--- config.mk ---
export PLATFORM = sky130hd
export DESIGN_NAME = decimating_accel_record_quantizer
export DESIGN_NICKNAME = d
export VERILOG_FILES = /design/src/rtl/dar_pkg.sv /design/src/rtl/dar_udiv.sv /design/src/rtl/dar_quant_lane.sv /design/src/rtl/dar_merge.sv /design/src/rtl/decimating_accel_record_quantizer.sv
export SDC_FILE = /design/constraint.sdc
export NUM_CORES = 2
export LEC_CHECK = 0
export ABC_AREA = 1
export BUFFER_PORTS_ARGS = -buffer_cell sky130_fd_sc_hd__buf_2
export CORE_MARGIN = 5
export CORE_UTILIZATION = 35
export CTS_CLUSTER_DIAMETER = 50
export DETAILED_ROUTE_END_ITERATION = 6
export GPL_TIMING_DRIVEN = 0
export HOLD_SLACK_MARGIN = 0.12
export PLACE_DENSITY = 0.48
export SLEW_MARGIN = 20
export SYNTH_ARGS = -nofsm -noshare
export SYNTH_HDL_FRONTEND = slang
export SYNTH_SLANG_ARGS = --single-unit
export TNS_END_PERCENT = 1
--- constraint.sdc ---
create_clock -name clk -period 7.66 [get_ports clk]
set_input_delay 1.532 -clock clk [delete_from_list [all_inputs] [get_ports clk]]
set_output_delay 1.532 -clock clk [all_outputs]
set_load 0.02 [all_outputs]
--- src/rtl/dar_pkg.sv ---
// ----------------------------------------------------------------------------
// dar_pkg
// Shared widths, constants, register indexes and types of the decimating
// acceleration record quantizer.
// ----------------------------------------------------------------------------
package dar_pkg;

  // Input and output words
  localparam int IN_W   = 96;   // accel_long, accel_lat, road_speed
  localparam int OUT_W  = 48;   // 44 bits of fields, zero padded
  localparam int SAMP_W = 32;

  // Configuration registers
  localparam int CFG_ADDR_W = 3;
  localparam int CFG_DATA_W = 27;
  localparam int RATE_W     = 10;
  localparam int IRATE_W    = 16;
  localparam int STEP_W     = 20;
  localparam int FS_W       = 27;
  localparam int HIST_W     = 16;

  localparam logic [RATE_W-1:0]  RATE_RST  = 10'd4;
  localparam logic [IRATE_W-1:0] IRATE_RST = 16'd833;
  localparam logic [STEP_W-1:0]  STEP_RST  = 20'd4903;
  localparam logic [FS_W-1:0]    FS_RST    = 27'd490333;
  localparam logic [HIST_W-1:0]  HIST_RST  = 16'd5000;

  typedef enum logic [CFG_ADDR_W-1:0] {
    REG_RECORD_RATE = 3'd0,
    REG_INPUT_RATE  = 3'd1,
    REG_QUANT_STEP  = 3'd2,
    REG_FULL_SCALE  = 3'd3,
    REG_HISTORY_MS  = 3'd4
  } cfg_reg_t;

  // Decimator
  localparam int ACC_W = 17;

  // Ring
  localparam int DEPTH_DEF = 32;
  localparam int SLOT_W    = 5;
  localparam int FILLED_W  = 6;
  localparam int MS_PER_S  = 1000;

  // Acceleration quantizer
  localparam int QNUM_W = FS_W + 1;   // magnitude plus half a step
  localparam int CODE_W = 8;
  localparam logic [CODE_W-1:0] CODE_MAX = 8'sd127;
  localparam logic [CODE_W-1:0] CODE_MIN = 8'h80;

  // Speed: mm/s * 36 / 1000 gives 0.1 km/h
  localparam int SPD_W       = 16;
  localparam int SPD_PROD_W  = 37;
  localparam int SPD_NUM_W   = 26;
  localparam int SPD_DIV     = 1000;
  localparam logic [SPD_PROD_W-1:0] SPD_SAT_PROD = 37'd65536000;
  localparam logic [SPD_W-1:0]      SPD_MAX      = 16'hFFFF;

  typedef enum logic [1:0] {
    S_IDLE,
    S_CALC,
    S_WRAP
  } state_t;

  typedef struct packed {
    logic              busy;
    logic              clip;
    logic [CODE_W-1:0] code;
  } lane_res_t;

endpackage

--- src/rtl/dar_udiv.sv ---
// ----------------------------------------------------------------------------
// dar_udiv
// Restoring unsigned divider, one quotient bit per cycle.
// ----------------------------------------------------------------------------
module dar_udiv
  import dar_pkg::*;
#(
  parameter int N_W = 8,
  parameter int D_W = 8
) (
  input  logic           clk,
  input  logic           rst_n,
  input  logic           start,
  input  logic [N_W-1:0] num,
  input  logic [D_W-1:0] den,
  output logic           busy,
  output logic [N_W-1:0] quot,
  output logic [D_W-1:0] rem
);

  localparam int CNT_W = $clog2(N_W + 1);

  logic             busy_r, busy_nxt;
  logic [CNT_W-1:0] cnt_r, cnt_nxt;
  logic [N_W-1:0]   quo_r, quo_nxt;
  logic [D_W-1:0]   rem_r, rem_nxt;
  logic [D_W-1:0]   den_r, den_nxt;
  logic [D_W:0]     trial, diff;
  logic             ge;

  always_comb begin
    trial = {rem_r, quo_r[N_W-1]};
    diff  = trial - {1'b0, den_r};
    ge    = (trial >= {1'b0, den_r});

    busy_nxt = busy_r;
    cnt_nxt  = cnt_r;
    quo_nxt  = quo_r;
    rem_nxt  = rem_r;
    den_nxt  = den_r;
    if (start) begin
      busy_nxt = 1'b1;
      cnt_nxt  = CNT_W'(N_W);
      quo_nxt  = num;
      rem_nxt  = '0;
      den_nxt  = den;
    end else if (busy_r) begin
      // shift the next numerator bit in, keep the quotient bit
      rem_nxt  = ge ? diff[D_W-1:0] : trial[D_W-1:0];
      quo_nxt  = N_W'({quo_r, ge});
      cnt_nxt  = cnt_r - CNT_W'(1);
      busy_nxt = (cnt_r != CNT_W'(1));
    end
  end

  always_ff @(posedge clk) begin
    if (!rst_n) begin
      busy_r <= 1'b0;
      cnt_r  <= '0;
    end else begin
      busy_r <= busy_nxt;
      cnt_r  <= cnt_nxt;
    end
  end

  always_ff @(posedge clk) begin
    quo_r <= quo_nxt;
    rem_r <= rem_nxt;
    den_r <= den_nxt;
  end

  assign busy = busy_r;
  assign quot = quo_r;
  assign rem  = rem_r;

endmodule

--- src/rtl/dar_quant_lane.sv ---
// ----------------------------------------------------------------------------
// dar_quant_lane
// One acceleration axis: clamp to full scale, divide by the step with
// rounding half away from zero, saturate to a signed byte.
// ----------------------------------------------------------------------------
module dar_quant_lane
  import dar_pkg::*;
(
  input  logic              clk,
  input  logic              rst_n,
  input  logic              start,
  input  logic [SAMP_W-1:0] accel,
  input  logic [FS_W-1:0]   full_scale,
  input  logic [STEP_W-1:0] quant_step,
  output lane_res_t         res
);

  logic signed [SAMP_W:0] a_s, fs_s, mag_s;
  logic                   over_hi, over_lo, neg;
  logic [FS_W-1:0]        mag;
  logic [STEP_W-1:0]      lsb;
  logic [QNUM_W-1:0]      num;
  logic                   neg_r, clip_r;
  logic                   div_busy;
  logic [QNUM_W-1:0]      quot;
  logic [STEP_W-1:0]      rem_unused;

  always_comb begin
    a_s     = {accel[SAMP_W-1], accel};
    fs_s    = signed'({{(SAMP_W + 1 - FS_W){1'b0}}, full_scale});
    over_hi = (a_s > fs_s);
    over_lo = (a_s < -fs_s);
    neg     = accel[SAMP_W-1];
    mag_s   = neg ? -a_s : a_s;
    mag     = (over_hi || over_lo) ? full_scale : mag_s[FS_W-1:0];
    lsb     = (quant_step == '0) ? STEP_W'(1) : quant_step;
    num     = {1'b0, mag} + QNUM_W'(lsb >> 1);
  end

  always_ff @(posedge clk) begin
    if (start) begin
      neg_r  <= neg;
      clip_r <= over_hi || over_lo;
    end
  end

  dar_udiv #(
    .N_W (QNUM_W),
    .D_W (STEP_W)
  ) u_div (
    .clk   (clk),
    .rst_n (rst_n),
    .start (start),
    .num   (num),
    .den   (lsb),
    .busy  (div_busy),
    .quot  (quot),
    .rem   (rem_unused)
  );

  always_comb begin
    res.busy = div_busy;
    res.clip = clip_r;
    if (neg_r) begin
      res.code = (quot > QNUM_W'(128)) ? CODE_MIN : CODE_W'(-quot[CODE_W-1:0]);
    end else begin
      res.code = (quot > QNUM_W'(127)) ? CODE_MAX : quot[CODE_W-1:0];
    end
  end

endmodule

--- src/rtl/dar_merge.sv ---
// ----------------------------------------------------------------------------
// dar_merge
// Combines the lane results with the ring head and fill level into one
// record word and holds it in the output register.
// ----------------------------------------------------------------------------
module dar_merge
  import dar_pkg::*;
#(
  parameter int DEPTH = DEPTH_DEF
) (
  input  logic                               clk,
  input  logic                               rst_n,
  input  logic                               commit,
  input  logic [$clog2(DEPTH + 1)-1:0]       cap,
  input  logic [(DEPTH > 1 ? $clog2(DEPTH) : 1)-1:0] head_new,
  input  lane_res_t                          long_res,
  input  lane_res_t                          lat_res,
  input  logic [SPD_W-1:0]                   speed,
  input  logic                               out_tready,
  output logic                               out_tvalid,
  output logic [OUT_W-1:0]                   out_tdata,
  output logic [(DEPTH > 1 ? $clog2(DEPTH) : 1)-1:0] head,
  output logic                               out_free
);

  localparam int HEAD_W = (DEPTH > 1) ? $clog2(DEPTH) : 1;
  localparam int FILL_W = $clog2(DEPTH + 1);

  logic [HEAD_W-1:0]   head_r;
  logic [FILL_W-1:0]   fill_r, fill_nxt;
  logic                valid_r, valid_nxt;
  logic [OUT_W-1:0]    data_r;

  always_comb begin
    fill_nxt  = (fill_r < cap) ? fill_r + FILL_W'(1) : fill_r;
    valid_nxt = valid_r;
    if (commit) begin
      valid_nxt = 1'b1;
    end else if (out_tready) begin
      valid_nxt = 1'b0;
    end
  end

  always_ff @(posedge clk) begin
    if (!rst_n) begin
      head_r  <= '0;
      fill_r  <= '0;
      valid_r <= 1'b0;
    end else begin
      valid_r <= valid_nxt;
      if (commit) begin
        head_r <= head_new;
        fill_r <= fill_nxt;
      end
    end
  end

  always_ff @(posedge clk) begin
    if (commit) begin
      data_r <= {{(OUT_W - SLOT_W - 2 * CODE_W - 1 - SPD_W - FILLED_W){1'b0}},
                 FILLED_W'(fill_nxt), speed, long_res.clip | lat_res.clip,
                 lat_res.code, long_res.code, SLOT_W'(head_new)};
    end
  end

  assign out_free   = !valid_r || out_tready;
  assign out_tvalid = valid_r;
  assign out_tdata  = data_r;
  assign head       = head_r;

endmodule

--- src/rtl/decimating_accel_record_quantizer.sv ---
// ----------------------------------------------------------------------------
// decimating_accel_record_quantizer
// Fractional decimator feeding saturating acceleration quantizers and a
// speed scaler; each emitted record takes the next slot of a ring.
// ----------------------------------------------------------------------------
//  channel | dir | handshake           | payload
//  in_     | in  | in_tvalid/in_tready  | in_tdata: long, lat, speed
//  out_    | out | out_tvalid/out_tready| out_tdata: one record word
//  cfg_    | in  | cfg_we               | cfg_addr, cfg_wdata
//
//  A word that emits no record is taken while the control stays idle. A record
//  is worked out first by the 28-bit quantizer dividers, then by the slot
//  modulo divider. One record is worked on at a time; a finished record
//  waits in the output register while the next word is taken. rst_n is
//  synchronous, active low.
// ----------------------------------------------------------------------------
module decimating_accel_record_quantizer
  import dar_pkg::*;
#(
  parameter int DEPTH = DEPTH_DEF
) (
  input  logic                  clk,
  input  logic                  rst_n,
  input  logic                  in_tvalid,
  output logic                  in_tready,
  input  logic [IN_W-1:0]       in_tdata,   // [31:0] accel_long, [63:32] accel_lat,
                                            // [95:64] road_speed
  output logic                  out_tvalid,
  input  logic                  out_tready,
  output logic [OUT_W-1:0]      out_tdata,  // [4:0] slot, [12:5] long_code,
                                            // [20:13] lat_code, [21] clipped,
                                            // [37:22] speed_tenths_kph,
                                            // [43:38] filled, [47:44] zero
  input  logic                  cfg_we,
  input  logic [CFG_ADDR_W-1:0] cfg_addr,
  input  logic [CFG_DATA_W-1:0] cfg_wdata
);

  localparam int HEAD_W = (DEPTH > 1) ? $clog2(DEPTH) : 1;
  localparam int FILL_W = $clog2(DEPTH + 1);
  localparam int SPAN_LIM = DEPTH * MS_PER_S;
  localparam int SPAN_W = $clog2(SPAN_LIM);
  localparam int PROD_W = HIST_W + RATE_W;

  // Divide by 1000 as a reciprocal multiply; a shift of the numerator width
  // plus ten bits keeps the quotient exact over the whole numerator range
  localparam int     SPD_K      = SPD_NUM_W + $clog2(SPD_DIV);
  localparam int     SPD_MUL_W  = SPD_K + SPD_W;
  localparam longint SPD_RCP    = ((longint'(1) << SPD_K) + SPD_DIV - 1) / SPD_DIV;
  localparam int     SPAN_K     = SPAN_W + $clog2(MS_PER_S);
  localparam int     SPAN_MUL_W = SPAN_K + FILL_W;
  localparam longint SPAN_RCP   = ((longint'(1) << SPAN_K) + MS_PER_S - 1) / MS_PER_S;

  // Configuration
  logic [RATE_W-1:0]  rate_r;
  logic [IRATE_W-1:0] irate_r;
  logic [STEP_W-1:0]  step_r;
  logic [FS_W-1:0]    fs_r;
  logic [HIST_W-1:0]  hist_r;

  always_ff @(posedge clk) begin
    if (!rst_n) begin
      rate_r  <= RATE_RST;
      irate_r <= IRATE_RST;
      step_r  <= STEP_RST;
      fs_r    <= FS_RST;
      hist_r  <= HIST_RST;
    end else if (cfg_we) begin
      unique case (cfg_reg_t'(cfg_addr))
        REG_RECORD_RATE: rate_r  <= cfg_wdata[RATE_W-1:0];
        REG_INPUT_RATE:  irate_r <= cfg_wdata[IRATE_W-1:0];
        REG_QUANT_STEP:  step_r  <= cfg_wdata[STEP_W-1:0];
        REG_FULL_SCALE:  fs_r    <= cfg_wdata[FS_W-1:0];
        REG_HISTORY_MS:  hist_r  <= cfg_wdata[HIST_W-1:0];
        default: ;
      endcase
    end
  end

  // Control
  state_t state_r, state_nxt;
  logic   accept, hit, launch, calc_done, start_mod, commit;
  logic   out_free;

  logic [ACC_W-1:0] phase_r, phase_nxt, acc_sum;

  logic [SAMP_W-1:0] sp;
  logic [SPD_PROD_W-1:0] spd_prod;
  logic spd_zero, spd_sat, spd_zero_r, spd_sat_r;
  logic [PROD_W-1:0] span_prod;
  logic span_sat, span_sat_r;

  lane_res_t long_res, lat_res;
  logic mod_busy;
  logic [SPD_NUM_W-1:0] spd_num_r;
  logic [SPD_MUL_W-1:0] spd_mul;
  logic [SPAN_W-1:0] span_num_r;
  logic [SPAN_MUL_W-1:0] span_mul;
  logic [FILL_W-1:0] span_q;
  logic [FILL_W-1:0] cap, mod_num, mod_q_unused, mod_rem;
  logic [HEAD_W-1:0] head;
  logic [SPD_W-1:0] speed;

  always_comb begin
    accept    = in_tvalid && in_tready;
    acc_sum   = phase_r + ACC_W'(rate_r);
    hit       = (acc_sum >= ACC_W'(irate_r));
    launch    = accept && hit;
    phase_nxt = phase_r;
    if (accept) begin
      phase_nxt = hit ? acc_sum - ACC_W'(irate_r) : acc_sum;
    end
  end

  always_comb begin
    calc_done = !long_res.busy && !lat_res.busy;
    state_nxt = state_r;
    unique case (state_r)
      S_IDLE: if (launch) state_nxt = S_CALC;
      S_CALC: if (calc_done) state_nxt = S_WRAP;
      S_WRAP: if (!mod_busy && out_free) state_nxt = S_IDLE;
      default: state_nxt = S_IDLE;
    endcase
  end

  always_comb begin
    in_tready = (state_r == S_IDLE);
    start_mod = (state_r == S_CALC) && calc_done;
    commit    = (state_r == S_WRAP) && !mod_busy && out_free;
  end

  always_ff @(posedge clk) begin
    if (!rst_n) begin
      state_r <= S_IDLE;
      phase_r <= '0;
    end else begin
      state_r <= state_nxt;
      phase_r <= phase_nxt;
    end
  end

  // Speed and capacity pre-checks; negative or zero speeds and saturated cases skip the divide result
  always_comb begin
    sp        = in_tdata[3*SAMP_W-1:2*SAMP_W];
    spd_prod  = (SPD_PROD_W'(sp[SAMP_W-2:0]) << 5) + (SPD_PROD_W'(sp[SAMP_W-2:0]) << 2);
    spd_zero  = sp[SAMP_W-1] || (sp == '0);
    spd_sat   = (spd_prod >= SPD_SAT_PROD);
    span_prod = PROD_W'(hist_r) * PROD_W'(rate_r);
    span_sat  = (span_prod >= PROD_W'(SPAN_LIM));
  end

  always_ff @(posedge clk) begin
    if (launch) begin
      spd_zero_r <= spd_zero;
      spd_sat_r  <= spd_sat;
      span_sat_r <= span_sat;
      spd_num_r  <= spd_prod[SPD_NUM_W-1:0];
      span_num_r <= span_prod[SPAN_W-1:0];
    end
  end

  dar_quant_lane u_lane_long (
    .clk        (clk),
    .rst_n      (rst_n),
    .start      (launch),
    .accel      (in_tdata[SAMP_W-1:0]),
    .full_scale (fs_r),
    .quant_step (step_r),
    .res        (long_res)
  );

  dar_quant_lane u_lane_lat (
    .clk        (clk),
    .rst_n      (rst_n),
    .start      (launch),
    .accel      (in_tdata[2*SAMP_W-1:SAMP_W]),
    .full_scale (fs_r),
    .quant_step (step_r),
    .res        (lat_res)
  );

  always_comb begin
    spd_mul  = SPD_MUL_W'(spd_num_r) * SPD_MUL_W'(SPD_RCP);
    span_mul = SPAN_MUL_W'(span_num_r) * SPAN_MUL_W'(SPAN_RCP);
    span_q   = span_mul[SPAN_K +: FILL_W];
    if (spd_zero_r) begin
      speed = '0;
    end else if (spd_sat_r) begin
      speed = SPD_MAX;
    end else begin
      speed = spd_mul[SPD_K +: SPD_W];
    end
    // capacity of zero is taken as one slot
    cap = span_sat_r ? FILL_W'(DEPTH) : span_q;
    if (cap == '0) begin
      cap = FILL_W'(1);
    end
    mod_num = FILL_W'(head) + FILL_W'(1);
  end

  // Next slot: (head + 1) mod capacity
  dar_udiv #(
    .N_W (FILL_W),
    .D_W (FILL_W)
  ) u_div_slot (
    .clk   (clk),
    .rst_n (rst_n),
    .start (start_mod),
    .num   (mod_num),
    .den   (cap),
    .busy  (mod_busy),
    .quot  (mod_q_unused),
    .rem   (mod_rem)
  );

  dar_merge #(
    .DEPTH (DEPTH)
  ) u_merge (
    .clk        (clk),
    .rst_n      (rst_n),
    .commit     (commit),
    .cap        (cap),
    .head_new   (HEAD_W'(mod_rem)),
    .long_res   (long_res),
    .lat_res    (lat_res),
    .speed      (speed),
    .out_tready (out_tready),
    .out_tvalid (out_tvalid),
    .out_tdata  (out_tdata),
    .head       (head),
    .out_free   (out_free)
  );

endmodule

==> results.md <==
* Status: finished clean
* Worst Clk Skew at 0.04594 ns
* Crit Path Max Fanout at 10
* RSZ-0062 raised after global routing: true
* Largest delay share family, worst path: simple AND/OR/NAND/NOR gates
* Initial Util at 35.33%
* Most common cell after layout, fill and taps aside: nand2_1
* CP bufs+invs at 6
* Fmax at 137.8 MHz
* First-pass GRT wire length at 230,100 um
* Sequential share of the synthesized area at 19.88%
* Clock buffer count from CTS at 70
* Yosys warns at 0
* Arr. time, crit path at 7.65 ns
* Slew HR at 16.11%
* Worst setup SP type: flop
* WS Path Type: flop to flop
* Slowest stage cell, crit path: o21ai_0
* Type of the worst min-delay path: flop to flop
* P&R area growth vs syn at 13.34%
* Die span in x at 369.5 um
* Post-route minimum period at 7.256 ns
* Final setup fails at 0
* CTS tree: done
* Layout cells sized above 1 at 7.373%
* Critical Path Most Common Cell: nand2_1
* Yosys reg bits at 360
* Avg Cell Area, Syn at 7.750 um2
* Row count at 131
* Fin area at 51,250 um2
* GPL Wtd Cong at 0.9149
* Gr ovfl total at 0
* Antenna-violating nets left at 0
* Post-synth top area cell: ha_1
* Post-Syn Instances at 5,835
* DR pass1 iterations at 6
* Largest net degree at the start of global routing at 56
* Htree depth at 3
* Die H at 369.5 um
* Slew Limit Fails at 0
* Crit-path max cell delay at 0.47 ns
* Top-area cell type share of the netlist area at 19.51%
* Final hold vios at 0
* Vias at 39,580
* Vias in the first global route at 39,150
* Ports at 181
* DP Wirelength at 125,000 um
* Max Cap Viol at 0
* Commonest cells after routing, fill and taps aside: 1,078 x nand2_1, 1,056 x inv_1, 704 x ha_1
* Worst skew pair latency at 0.67 ns
* Via-to-Cell Ratio at 5.018
* Final period util at 94.73%
* Post-synth ARST share at 0%
* EDFF count, synth at 178
* NumNets Final at 7,284
* Area after DPL at 48,350 um2
* GRT Overall Usage at 21.65%
* I/O Buffers at 176
* Final wirelength at 149,300 um
* Clock root cell: clkbuf_16
* TritonCTS Sinks at 360
* Die area at 136,500 um2
* Hold buffer count at cts at 0
* DRT iter0 DRCs at 2,549
* Crit. End Element: flop
* Worst-Margin Slew at 1.258 ns
* Synth cell types at 61
* Clk buf depth at 3
* Post-Syn Area at 45,220 um2
* Top_reg_cell synth: dfxtp_1
* Core outline area at 128,000 um2
* Clk pin slew, worst setup/hold paths at 0.05 ns
* Wirelength per Cell at 18.93 um
* Initial antenna violation count at 12
* Drt drc at 0
* CP required at 8.05 ns
* Top area cells in the synthesized netlist: ha_1 20%, fa_1 15%, edfxtp_1 12%, nand2_1 9.0%, inv_1 8.8%
==> layer usage <==
layer	GRT usage (%)	vias up	share of wire [%]
met1	31.44	18920	49
li1	-	19560	-
met2	33.94	912	43
met4	4.910	12	2.1
met5	0	-	0.047
met3	3.247	183	5.8
==> synth_stat cells (38+ instances only) <==
| master | number |
|---|---|
| a21oi_1 | 424 |
| clkbuf_1 | 115 |
| dfxtp_1 | 182 |
| edfxtp_1 | 178 |
| fa_1 | 348 |
| ha_1 | 705 |
| inv_1 | 1058 |
| nand2_1 | 1082 |
| nand3_1 | 208 |
| nand4_1 | 51 |
| nor2_1 | 413 |
| nor3_1 | 72 |
| nor4_1 | 38 |
| o21ai_0 | 414 |
| xnor2_1 | 85 |
| xor2_1 | 147 |
==> metrics by stage <==
step	util (%)	worst slack [ns]	instances	hold WS [ns]	TNS, ns
after floorplan	-	1.588	5838	0.4209	0
after global placement	37.71	-1.098	7743	0.4452	-11.18
after detailed placement	37.77	-1.105	7745	0.4600	-12.33
after CTS	39.89	0.04195	7877	0.4713	0
after global routing	40.04	-0.06485	7887	0.4904	-0.2942
final	40.04	0.4040	7888	0.4695	0
==> registers in the layout, indices dropped and copies added, names as in the netlist, 15 cells and up <==
register                flops
u_merge.out_tdata          44
u_lane_lat.u_div.rem       20
u_lane_long.u_div.rem      20
span_num_r                 15
u_lane_lat.u_div.den_r     20
hist_r                     16
fs_r                       27
irate_r                    16
phase_r                    17
spd_num_r                  24
step_r                     20
u_lane_long.u_div.quot     28
u_lane_lat.u_div.quot      28
==> cell families after synthesis <==
logic type	synth area share [%]
xor gates and xnor gates	4.493
AOI/OAI and AO/OA	12.35
other	0.008292
and+or+nand+nor	18.16
buffers and inverters	10.21
adders and majority gates	34.91
DFF	19.88
==> layout make-up <==
cell class                 count  area (um2)
inverter                    1072        4028
buffer                       141       621.8
clock inverter                48       715.7
fill                       13380       76760
sequential                   360        8990
multi-input combinational   4264       31780
tap                         1729        2163
timing repair buffer         191        1033
antenna                        1       2.502
clock buffer                  82        1922
==> tightest hold or removal path: stages (launching register included) <==
cell and delay (ns):
dfxtp_1 0.31, nand2_1 0.06, a21oi_1 0.06
==> final timing paths <==
kind,start,end,slack [ns],cells past startpoint
max,fs_r[1],u_lane_lat.u_div.quot[25],0.40,41
min,phase_r[4],phase_r[4],0.47,2
max reg2reg,fs_r[1],u_lane_lat.u_div.quot[25],0.40,41
min reg2reg,phase_r[4],phase_r[4],0.47,2
==> what timing repair did <==
| action | in CTS | in global routing |
|---|---|---|
| buffers inserted | 2 | 11 |
| endpoints found under the hold margin | 0 | 0 |
| pin swaps | 1 | 11 |
| setup endpoints to repair | 31 | 37 |
| gates resized for setup | 18 | 38 |
Power is not shown: default switching activity piles up to over one toggle a cycle in this logic, so the estimate is an artifact.
